`config.mk`:
```
export PLATFORM = sky130hd
export DESIGN_NAME = cht_ctrl
export DESIGN_NICKNAME = d
export VERILOG_FILES = /design/src/hdl/cht_pkg.sv /design/src/hdl/cht_ctrl.sv
export SDC_FILE = /design/constraint.sdc
export NUM_CORES = 1
export LEC_CHECK = 0
export BUFFER_PORTS_ARGS = -buffer_cell sky130_fd_sc_hd__buf_2
export CORE_AREA = 5 5 42 44
export CTS_CLUSTER_DIAMETER = 80
export DETAILED_ROUTE_END_ITERATION = 8
export DIE_AREA = 0 0 47 49
export SLEW_MARGIN = 20
export SYNTH_ARGS = -nofsm -noshare
export SYNTH_HDL_FRONTEND = slang
export SYNTH_SLANG_ARGS = --single-unit
export TNS_END_PERCENT = 5
```
`constraint.sdc`:
```
create_clock -name clk -period 1.2 [get_ports clk]
set_clock_uncertainty 0.05 [all_clocks]
set_input_delay 0.24 -clock clk [delete_from_list [all_inputs] [get_ports clk]]
set_output_delay 0.24 -clock clk [all_outputs]
set_load 0.1 [all_outputs]
```
`src/hdl/cht_pkg.sv`:
```
`timescale 1ns / 1ps
// shared types, constants and codes of the chained hash table engine
package cht_pkg;

	localparam int NUM_BINS    = 12;
	localparam int BIN_DEPTH   = 8;
	localparam int VALUE_WIDTH = 32;

	localparam int CODE_W  = 32;
	localparam int DATA_W  = 32;
	localparam int LIVE_W  = 7;
	localparam int VAL_W   = (VALUE_WIDTH < DATA_W) ? VALUE_WIDTH : DATA_W;
	localparam int SLOTS   = NUM_BINS * BIN_DEPTH;
	localparam int BIN_W   = (NUM_BINS > 1) ? $clog2(NUM_BINS) : 1;
	localparam int SLOT_W  = (BIN_DEPTH > 1) ? $clog2(BIN_DEPTH) : 1;
	localparam int CNT_W   = $clog2(SLOTS + 1);
	localparam int ENTRY_W = CODE_W + VAL_W;
	localparam int ROW_W   = BIN_DEPTH * ENTRY_W;

	// floor((2^32 - 1) / NUM_BINS), quotient estimate is at most one short
	localparam logic [CODE_W-1:0] MOD_RECIP = CODE_W'(64'(32'hFFFF_FFFF) / NUM_BINS);
	localparam logic [CODE_W-1:0] BINS_C    = CODE_W'(NUM_BINS);

	localparam logic [1:0] OP_PUT   = 2'd0;
	localparam logic [1:0] OP_GET   = 2'd1;
	localparam logic [1:0] OP_DEL   = 2'd2;
	localparam logic [1:0] OP_CLEAR = 2'd3;

	localparam logic [1:0] ST_OK   = 2'd0;
	localparam logic [1:0] ST_MISS = 2'd1;
	localparam logic [1:0] ST_FULL = 2'd2;

	typedef struct packed {
		logic [1:0]        opcode;
		logic [CODE_W-1:0] lookup_code;
		logic [DATA_W-1:0] entry_value_in;
	} req_t;

	typedef struct packed {
		logic [1:0]        status;
		logic [DATA_W-1:0] value_out;
		logic [LIVE_W-1:0] live_count;
	} rsp_t;

	typedef struct packed {
		logic [CODE_W-1:0] code;
		logic [VAL_W-1:0]  value;
	} slot_t;

	typedef slot_t [BIN_DEPTH-1:0] row_t;

	typedef struct packed {
		logic load;
		logic hash;
		logic bin;
		logic rd;
		logic exec;
	} cmd_t;

	typedef struct packed {
		logic out_free;
	} stat_t;

endpackage

```
`src/hdl/cht_ctrl.sv`:
```
`timescale 1ns / 1ps
// request sequencer of the hash table engine
module cht_ctrl (
	input  logic          clk,
	input  logic          arst_n,
	input  logic          req_valid,
	output logic          req_stall,
	input  cht_pkg::stat_t stat,
	output cht_pkg::cmd_t  cmd
);

	localparam logic [2:0] S_IDLE = 3'd0;
	localparam logic [2:0] S_HASH = 3'd1;
	localparam logic [2:0] S_BIN  = 3'd2;
	localparam logic [2:0] S_READ = 3'd3;
	localparam logic [2:0] S_EXEC = 3'd4;

	logic [2:0] state_q;
	logic [2:0] state_d;

	always_comb begin
		state_d = state_q;
		cmd     = '0;
		unique case (state_q)
			S_IDLE: begin
				cmd.load = req_valid;
				if (req_valid) begin
					state_d = S_HASH;
				end
			end
			S_HASH: begin
				cmd.hash = 1'b1;
				state_d  = S_BIN;
			end
			S_BIN: begin
				cmd.bin = 1'b1;
				state_d = S_READ;
			end
			S_READ: begin
				cmd.rd  = 1'b1;
				state_d = S_EXEC;
			end
			S_EXEC: begin
				if (stat.out_free) begin
					cmd.exec = 1'b1;
					state_d  = S_IDLE;
				end
			end
			default: begin
				state_d = S_IDLE;
			end
		endcase
	end

	assign req_stall = (state_q != S_IDLE);

	always_ff @(posedge clk or negedge arst_n) begin
		if (!arst_n) begin
			state_q <= S_IDLE;
		end else begin
			state_q <= state_d;
		end
	end

endmodule

```
-- After elaboration in Yosys (flattened, before gate mapping)
Cells that the tools add are included.
- register bits after elaboration: 3
- input port bits: 4
- output and inout bits: 6
- word-level logic and storage cells: 19
- eq/ne operators: 6
- multiplexer cells: 9
- reductions and logical operators: 3
- operators by type and width (operator ; number):
    3-bit case mux with 5 select lines ; 1
    3-bit by 2-bit == test with 1-bit output (second input constant) ; 2
    1-bit 2-to-1 mux ; 6
    3-bit 2-to-1 mux ; 2
    2-bit inequality test (second input constant) ; 2
    3-bit by 1-bit == test with 1-bit output (second input constant) ; 1
    3-bit == test (second input constant) ; 1
    3-bit logical NOT ; 1
    3-bit nonzero test ; 1
    2-bit AND reduction ; 1

-- Depth between registers and ports, before layout
Gate-level depths: netlist of the first run.
- word-level depth: 3
- mapped depth: 2

-- Least setup slack after synthesis of the first run
No wires, ideal clock.
- kind: register -> output
- from: register state_q[0]
- to: output cmd[0] in the netlist's numbering
- arrival time: 3.359 ns
- required time: 0.910 ns
- setup slack: -2.449 ns
- stages on the path, launching flop included: 2
- buffers on the path: 0
- path through: dfrtp_1 nor4bb_1
- RTL lines (item ; line ; RTL):
    start: declaration ; cht_ctrl.sv:18 ; logic [2:0] state_q;
    start signal: assignment ; cht_ctrl.sv:61 ; state_q <= state_d;
    end: declaration ; cht_ctrl.sv:9 ; output cht_pkg::cmd_t cmd

==> reports/qor.yml, run 1 <==
grt:
  grt_usage_pct: 5.92
  antenna_found_initial: 0
  grt_pass1_wl_um: 897
  grt_remaining_overflow: 0
  grt_max_degree: 8
  grt_pass1_vias: 230
critical_path:
  cp-start-kind: "register"
  worstPathMaxFanout: 2
  r2r-end: "state_q[2]"
  rrSetupSlack_ns: -0.10
  slowest_stage: "dfrtp_2"
  critPathKind: "register to output pin"
  r2r_cells: 4
  slowest_delay_ns: 0.40
  r2r_start: "state_q[1]"
  cp.required_ns: 0.91
  arrival_ns: 1.32
  endpoint_kind: "output pin"
  path_cells: "or3_4 > nor2_4 > buf_12"
cells_and_area:
  fillerInstances: 148
  area_growth_pct: 160
  regMostFlops: "state_q"
  antenna_cells: 0
  drive_above_1_share_pct: 71.4
  largest_reg_flops: 3
  utilization_pct: 30.9
  largestRegisters: "state_q x3"
  num-nets-final: 40
detailed_routing:
  vias_per_cell: 3.76
  routedWlPerCell_um: 10.4
  detail-route-antenna-nets: 0
  drc_errors: 0
  firstDrtPassIters: 2
  drt-total-wl_um: 532
  vias: 192
  drtIter0Drc: 3
synthesis:
  synth_top_cell_area_share_pct: 45.1
  synth.most_common_cell: "dfrtp_1"
  synthMuxAreaShare_pct: 0
  avgSynthCellArea_sq_um: 10.4
  synth_top_cell_by_area: "dfrtp_1"
  seq_area_frac_synth_pct: 45.1
  yosys.area_share.adder_pct: 0
  synth_nets: 20
  synth_enable_flop_cells: 0
  yosys.area_share.simple_pct: 47.4
  synth_xor_area_share_pct: 5.26
  synthTopCellsByArea: "dfrtp_1, nor3b_1, or3_4"
  async_flop_share_pct: 100
  ys.flop_type: "dfrtp_1"
  synth-compound-area-share_pct: 0
  syn_area_sq_um: 166
  synth_top_family_by_area: "simple AND/OR/NAND/NOR gates"
  synth_cells: 16
  yosysUniqueCellTypes: 12
  synth_seq_cells: 3
  synth_warnings: 0
  synth_top_cells_by_count: "dfrtp_1, nor2_1, nor3b_1"
hold_path:
  holdPathStages: 3
  hp-class: "primary input to register"
  whs_endpoint: "state_q[0]"
  hp-start: "req_valid"
run:
  cap_viol_max_count: 0
clocking:
  cts.sinks: 3
  cts-root-buf: "clkbuf_4"
  clk_pin_slew_worst_paths_ns: 0.04
  htree_levels: 1
  cts_made_buffers: 3
  cts_buffer_depth: 2
  clkLatencyLatePin_ns: 0.23
  postCtsSetupBuffers: 0
  cts_tree: "built"
sta:
  setup_violations: 7
  fmax_mhz: 620
  tightest_slew_ns: 0.272
  layout_min_cycle_time_ns: 1.61
  worst_slack_ns: -0.413
  post-route-period-util_pct: 134
  fin_setup_tns_ns: -2.29
  finalHoldViolCount: 0
  relSlewSlack_pct: 81.9
  rsz0062_at_grt: "yes"
  finalMaxSlewViolations: 0
die:
  io_pins: 10
  core_sq_um: 1400
  die_height_um: 49
  design.die.area_sq_um: 2300
  die_x_um: 47
  rows: 14
  start_util_pct: 11.9
run_status:
  violations: "setup timing"
  status: "complete, but fails checks"
placed_design:
  port_buffers: 9
  place.gp.congestion: 0.705
==> metal layers <==
metal	up-vias	global-route usage [%]	share of wire [%]
li1	95	-	-
met1	87	6.62	43
met2	10	7.47	45
met3	0	2.21	11
met4	0	6.91	0
met5	-	0	0
==> placed cells by master, fill, tap and decap left out <==
cell type / n
nor3b_4: 2
buf_2: 3
and3b_1: 1
inv_1: 1
nor4bb_4: 1
dlygate4sd3_1: 1
nor4b_1: 1
clkbuf_4: 3
nor3_1: 1
nor2_1: 2
buf_12: 5
xnor2_1: 1
buf_6: 1
or3_4: 1
dfrtp_2: 3
buf_4: 5
or2_1: 1
clkbuf_1: 1
nor2_4: 1
==> cell type report <==
type | instances | area (sq um) | area share [%]
timing repair buffer | 15 | 174 | 40.2
clock buffer | 4 | 26.3 | 6.07
multi-input combinational | 12 | 130 | 30.1
inverter | 1 | 3.75 | 0.867
sequential | 3 | 78.8 | 18.2
tap | 16 | 20.0 | 4.62
==> metrics by stage <==
stage,instances,area (sq um),setup WS (ns),hold WS (ns)
2_1_floorplan,16,213,-0.683,-0.106
3_3_place_gp,46,390,-0.171,-0.00807
3_5_place_dp,46,390,-0.181,-0.00536
4_1_cts,51,433,-0.431,0.221
5_1_grt,51,433,-0.458,0.253
6_report,51,433,-0.413,0.232
==> critical path: cells and delay by family (launching register included) <==
kind / cells / cell delay [ns]
and+or+nand+nor: 2 / 0.51
DFF: 1 / 0.40
buffers and inverters: 1 / 0.18
==> how the worst max path moves through the flow <==
stage | start | to | slack, ns
2_1_floorplan | state_q[0] | cmd[0] | -0.68
3_3_place_gp | state_q[2] | req_stall | -0.17
3_5_place_dp | state_q[2] | req_stall | -0.18
4_1_cts | state_q[2] | cmd[4] | -0.43
5_1_grt | state_q[2] | cmd[4] | -0.46
6_report | state_q[2] | cmd[4] | -0.41
==> logic make-up after synthesis <==
group                  count (synthesis)
buffers and inverters                  1
flip-flops                             3
AND/OR/NAND/NOR                       11
XOR/XNOR                               1
==> what timing repair did <==
| item | 4_1_cts | 5_1_grt |
|---|---|---|
| gates resized for setup | 2 | 0 |
| pin swaps | 1 | 1 |
| setup endpoints to repair | 7 | 7 |
| hold buffers | 1 | 0 |
| endpoints found under the hold margin | 3 | 0 |
| cloned | 0 | 0 |
Power of run 1 is not shown: default switching activity piles up to over one toggle a cycle in this logic, so the estimate is an artifact.
==> run 2: changes to the inputs <==
Settings changed: ABC_AREA from default to 1, PLACE_DENSITY from default to 0.3, SKIP_LAST_GASP from default to 1.
==> run 2 against run 1 <==
  * The run still ends with setup timing left
  * Register-to-register slack gained 0.23 ns
  * Via count grew 16%
  * Design area grew 9.5%
  * Sequential share of layout area shrank 2.1 points
  * First-iteration DRC count shrank 100%
  * Hold slack gained 0.051 ns
  * Global-route usage shrank 0.34 points
  * Highest routed layer unchanged
==> reports/qor.yml, run 2 <==
cells_and_area:
  drive_above_1_share_pct: 67.4  # was 71.4%
  largestRegisters: "state_q x3"  # unchanged
  regArea_sq_um: 76.3  # was 78.8 sq um
  fillerInstances: 150  # was 148
  antenna_cells: 0  # unchanged
  multiInputGateArea_sq_um: 135  # was 130 sq um
  num-nets-final: 51  # was 40
  area_growth_pct: 163  # was 160%
  regMostFlops: "state_q"  # unchanged
  largest_reg_flops: 3  # unchanged
  mostFrequentLayoutCells: "inv_1, buf_12, buf_4"  # was buf_4, buf_12, clkbuf_4, buf_2, dfrtp_2
synthesis:
  synth_enable_flop_cells: 0  # unchanged
  synthMuxAreaShare_pct: 0  # unchanged
  synth_nets: 30  # was 20
  synth-compound-area-share_pct: 5.56  # was 0%
  synth_top_cell_area_share_pct: 41.7  # was 45.1%
  yosysUniqueCellTypes: 9  # was 12
  synth_xor_area_share_pct: 0  # was 5.26%
  synth_top_family_by_area: "simple AND/OR/NAND/NOR gates"  # unchanged
  synth.most_common_cell: "inv_1"  # was dfrtp_1
  synth_warnings: 0  # unchanged
  seq_area_frac_synth_pct: 41.7  # was 45.1%
  synthTopCellsByArea: "dfrtp_1, inv_1, nor2_1"  # was dfrtp_1, nor3b_1, or3_4
  synth_seq_cells: 3  # unchanged
  synth_top_cells_by_count: "inv_1, nor2_1, dfrtp_1, nand2_1"  # was dfrtp_1, nor2_1, nor3b_1
  yosys.area_share.simple_pct: 38.2  # was 47.4%
  avgSynthCellArea_sq_um: 6.93  # was 10.4 sq um
  synth_cells: 26  # was 16
  async_flop_share_pct: 100  # unchanged
  ys.flop_type: "dfrtp_1"  # unchanged
  yosys.area_share.adder_pct: 0  # unchanged
  syn_area_sq_um: 180  # was 166 sq um
  synth_top_cell_by_area: "dfrtp_1"  # unchanged
placed_design:
  preCtsSetupSlack_ns: -0.0859  # was -0.181 ns
  port_buffers: 9  # unchanged
  dpl.hpwl_um: 408
  place.gp.congestion: 0.729  # was 0.705
detailed_routing:
  drt-total-wl_um: 500  # was 532 um
  firstDrtPassIters: 1  # was 2
  detail-route-antenna-nets: 0  # unchanged
  routedWlPerCell_um: 8.06  # was 10.4 um
  drtIter0Drc: 0  # was 3
  vias_per_cell: 3.58  # was 3.76
  drc_errors: 0  # unchanged
  vias: 222  # was 192
grt:
  grt_pass1_wl_um: 876  # was 897 um
  grt_remaining_overflow: 0  # unchanged
  grt_usage_pct: 5.58  # was 5.92%
  grt_max_degree: 6  # was 8
  antenna_found_initial: 0  # unchanged
  grt_pass1_vias: 247  # was 230
sta:
  rsz0062_at_grt: "yes"  # unchanged
  post-route-period-util_pct: 123  # was 134%
  fmax_mhz: 679  # was 620 MHz
  layout_min_cycle_time_ns: 1.47  # was 1.61 ns
  finalHoldViolCount: 0  # unchanged
  finalMaxSlewViolations: 0  # unchanged
  relSlewSlack_pct: 89.2  # was 81.9%
  setup_violations: 6  # was 7
  tightest_slew_ns: 0.161  # was 0.272 ns
  worst_slack_ns: -0.273  # was -0.413 ns
die:
  start_util_pct: 12.9  # was 11.9%
  design.die.area_sq_um: 2300  # unchanged
  die_x_um: 47  # unchanged
  io_pins: 10  # unchanged
  rows: 14  # unchanged
  core_sq_um: 1400  # unchanged
  die_height_um: 49  # unchanged
critical_path:
  arrival_ns: 1.18  # was 1.32 ns
  cp.required_ns: 0.91  # about the same
  worstPathMaxFanout: 5  # was 2
  cp-start-kind: "register"  # unchanged
  critPathKind: "register to output pin"  # unchanged
  endpoint_kind: "output pin"  # unchanged
clocking:
  cts_buffer_depth: 2  # unchanged
  cts.sinks: 3  # unchanged
  clk_pin_slew_worst_paths_ns: 0.04  # about the same
  clkLatencyLatePin_ns: 0.23  # about the same
  htree_levels: 1  # unchanged
  cts-root-buf: "clkbuf_4"  # unchanged
  cts_tree: "built"  # unchanged
  cts_made_buffers: 3  # unchanged
run:
  cap_viol_max_count: 0  # unchanged
run_status:
  status: "complete, but fails checks"  # unchanged
  violations: "setup timing"  # unchanged
hold_path:
  hp-class: "primary input to asynchronous set/reset pin"  # was primary input to register
## run 2: cell count changes after synthesis, sizes merged, moves of 2 or more
cell   previous run  this run
inv               1         7
nand2             0         4
nor2              3         7
nand3             0         3
nor3b             2         0
o21ai             0         2
## run 2: critical path, stage by stage (launching register included)
cell and delay (ns):
dfrtp_2 0.44, nor2_4 0.16, nand2_8 0.07, nor2_4 0.10, buf_12 0.18
## run 2: what timing repair did
| action | in CTS | in global routing |
|---|---|---|
| setup buffers | 1 | 0 |
| resized for setup | 3 | 1 |
| hold buffers | 1 | 0 |
| hold endpoints to repair | 3 | 0 |
| pin swaps | 2 | 1 |
| endpoints found under the setup margin | 6 | 6 |
## run 2: path summary, 6_finish.rpt
check | start | endpoint | slack (ns) | cells past startpoint
max in group asynchronous | arst_n | state_q[0] | 0.70 | 2
max reg2reg | state_q[0] | state_q[0] | 0.13 | 5
min reg2reg | state_q[0] | state_q[1] | 0.60 | 2
min | arst_n | state_q[1] | 0.28 | 2
min in group clk | stat | state_q[2] | 0.31 | 4
max | state_q[0] | cmd[4] | -0.27 | 4
## run 2: through the flow
step / hold WS, ns / area, sq um / TNS, ns / instances / util (%)
floorplan: -0.106 / 231 / -1.50 / 26 / -
global placement: -0.0158 / 424 / -0.306 / 56 / 30.3
detailed placement: -0.0133 / 424 / -0.303 / 56 / 30.3
CTS: 0.271 / 472 / -1.62 / 62 / 33.7
global route: 0.292 / 474 / -1.79 / 62 / 33.8
finish: 0.283 / 474 / -1.40 / 62 / 33.8
## run 2: cell families (layout without fill, tap and decap cells)
| family | Yosys count | after routing |
|---|---|---|
| simple gates | 14 | 14 |
| buf+inv | 7 | 27 |
| flops | 3 | 3 |
| compound gates | 2 | 2 |
## run 2: layout make-up
class	count	share of cell area, %
Sequential cell	3	16.1
Tap cell	16	4.22
Clock buffer	4	5.54
Timing Repair Buffer	16	40.1
Inverter	7	5.54
Multi-Input combinational cell	16	28.5
## run 2: metal layers
layer	wire [um]	track usage [%]	up-vias
met5	0	0	-
met4	0	6.91	0
met3	26	1.11	0
met2	282	8.14	4
met1	192	5.54	99
li1	-	-	119
Power of run 2 is left out for the same reason.
==> run 3: changes to the inputs <==
Settings changed: CORE_AREA 5 5 42 44 to 2 2 39 41, DIE_AREA 0 0 47 49 to 0 0 41 43.
==> run 3 against run 2 <==
  * The run still ends with setup timing left
  * Non-clock buffer count is 1 higher
  * Core utilization is 0.97 points higher
  * Count of clock-buffer cells in the layout stayed put
  * Sequential cell count stayed put
  * Wire length is 2.6% lower
  * Hold slack worse by 0.0013 ns
  * First-iteration DRC count stayed put
  * Fmax is 0.28% higher
  * Largest cell class unchanged
  * Sequential share of layout area is 0.25 points lower
  * Via count is 1.4% higher
  * Register-to-register slack worse by 0.09 ns
  * Highest routed layer unchanged
==> reports/qor.yml, run 3 (same netlist as run 2, synthesis figures left out) <==
critical_path:
  critPathKind: "register to output pin"  # unchanged
  worstPathMaxFanout: 3  # was 5
  cp.required_ns: 0.91  # about the same
  endpoint_kind: "output pin"  # unchanged
  cp-start-kind: "register"  # unchanged
  arrival_ns: 1.18  # about the same
clocking:
  cts_tree: "built"  # unchanged
  cts.sinks: 3  # unchanged
  cts_buffer_depth: 2  # unchanged
  cts-root-buf: "clkbuf_4"  # unchanged
  htree_levels: 1  # unchanged
  clkLatencyLatePin_ns: 0.23  # about the same
  clk_pin_slew_worst_paths_ns: 0.04  # about the same
  cts_made_buffers: 3  # unchanged
cells_and_area:
  mostFrequentLayoutCells: "buf_4, inv_1, buf_12"  # was inv_1, buf_12, buf_4
  fillerInstances: 148  # was 150
  regArea_sq_um: 76.3  # unchanged
  drive_above_1_share_pct: 68.1  # was 67.4%
  area_growth_pct: 167  # was 163%
  utilization_pct: 34.8  # was 33.8%
  largestRegisters: "state_q x3"  # unchanged
  largest_reg_flops: 3  # unchanged
  regMostFlops: "state_q"  # unchanged
  num-nets-final: 52  # was 51
  layout_commonest_cell: "buf_4"
  antenna_cells: 0  # unchanged
  multiInputGateArea_sq_um: 135  # unchanged
grt:
  grt_usage_pct: 7.65  # was 5.58%
  antenna_found_initial: 0  # unchanged
  grt_pass1_vias: 248  # was 247
  grt_pass1_wl_um: 917  # was 876 um
  grt_remaining_overflow: 0  # unchanged
  grt_max_degree: 5  # was 6
sta:
  finalHoldViolCount: 0  # unchanged
  tightest_slew_ns: 0.162  # was 0.161 ns
  relSlewSlack_pct: 89.2  # about the same
  setup_violations: 6  # unchanged
  post-route-period-util_pct: 122  # was 123%
  rsz0062_at_grt: "yes"  # unchanged
  worst_slack_ns: -0.269  # was -0.273 ns
  layout_min_cycle_time_ns: 1.47  # about the same
  finalMaxSlewViolations: 0  # unchanged
  fmax_mhz: 681  # was 679 MHz
run_status:
  violations: "setup timing"  # unchanged
  status: "complete, but fails checks"  # unchanged
detailed_routing:
  drtIter0Drc: 0  # unchanged
  firstDrtPassIters: 1  # unchanged
  vias: 225  # was 222
  detail-route-antenna-nets: 0  # unchanged
  drt-total-wl_um: 487  # was 500 um
  routedWlPerCell_um: 7.73  # was 8.06 um
  drc_errors: 0  # unchanged
  vias_per_cell: 3.57  # was 3.58
die:
  design.die.area_sq_um: 1760  # was 2300 sq um
  die_x_um: 41  # was 47 um
  start_util_pct: 13.0  # was 12.9%
  core_sq_um: 1380  # was 1400 sq um
  io_pins: 10  # unchanged
  rows: 14  # unchanged
  die_height_um: 43  # was 49 um
placed_design:
  place.gp.congestion: 0.795  # was 0.729
  port_buffers: 9  # unchanged
  dpl.hpwl_um: 391  # was 408 um
hold_path:
  hp-class: "primary input to asynchronous set/reset pin"  # unchanged
run:
  cap_viol_max_count: 0  # unchanged
-- run 3: cell types whose count changed in the layout (fill, tap and decap cells not counted) --
cell / delta
buf_4: +1
-- run 3: final timing paths --
| path | cells after the start | endpoint | slack [ns] | start |
|---|---|---|---|---|
| setup / recovery | 4 | cmd[4] | -0.27 | state_q[2] |
| hold / removal | 2 | state_q[1] | 0.28 | arst_n |
| setup reg to reg | 6 | state_q[0] | 0.04 | state_q[2] |
| hold reg to reg | 2 | state_q[1] | 0.59 | state_q[0] |
| max in group asynchronous | 2 | state_q[0] | 0.70 | arst_n |
| min in group clk | 4 | state_q[2] | 0.31 | stat |
-- run 3: through the flow --
step           TNS [ns]  std cells  setup WS (ns)  cell area, sq um  hold slack (ns)
2_1_floorplan     -1.50         26         -0.416               231           -0.106
3_3_place_gp     -0.303         56        -0.0823               424          -0.0160
3_5_place_dp     -0.328         56        -0.0838               424          -0.0126
4_1_cts           -1.59         63         -0.299               479            0.272
5_1_grt           -1.87         63         -0.342               482            0.287
6_report          -1.41         63         -0.269               482            0.282
-- run 3: metal layers --
metal | track usage, % | vias up | wire length [um]
met5 | 0 | - | 0
met4 | 6.00 | 0 | 0
met3 | 1.57 | 0 | 14
met2 | 12.8 | 4 | 284
met1 | 7.47 | 103 | 189
li1 | - | 118 | -
-- run 3: area by class of cell --
type	instances	area share, %
multi-input cells	16	28.1
flip-flops and latches	3	15.8
repair buffers	17	41.0
inverters	7	5.45
well taps	16	4.16
clock buffers	4	5.45
-- run 3: worst max-delay path: stages, from the launching register on --
cell	delay (ns)
dfrtp_1	0.41
nor2_4	0.19
nand2_8	0.07
nor2_4	0.10
buf_12	0.18
-- run 3: repair_timing --
action	in CTS	in global routing
pin swaps	2	1
hold buffers	1	0
endpoints found under the hold margin	3	0
resized for setup	3	1
setup buffers	2	0
endpoints found under the setup margin	6	7
Power of run 3 is left out for the same reason.
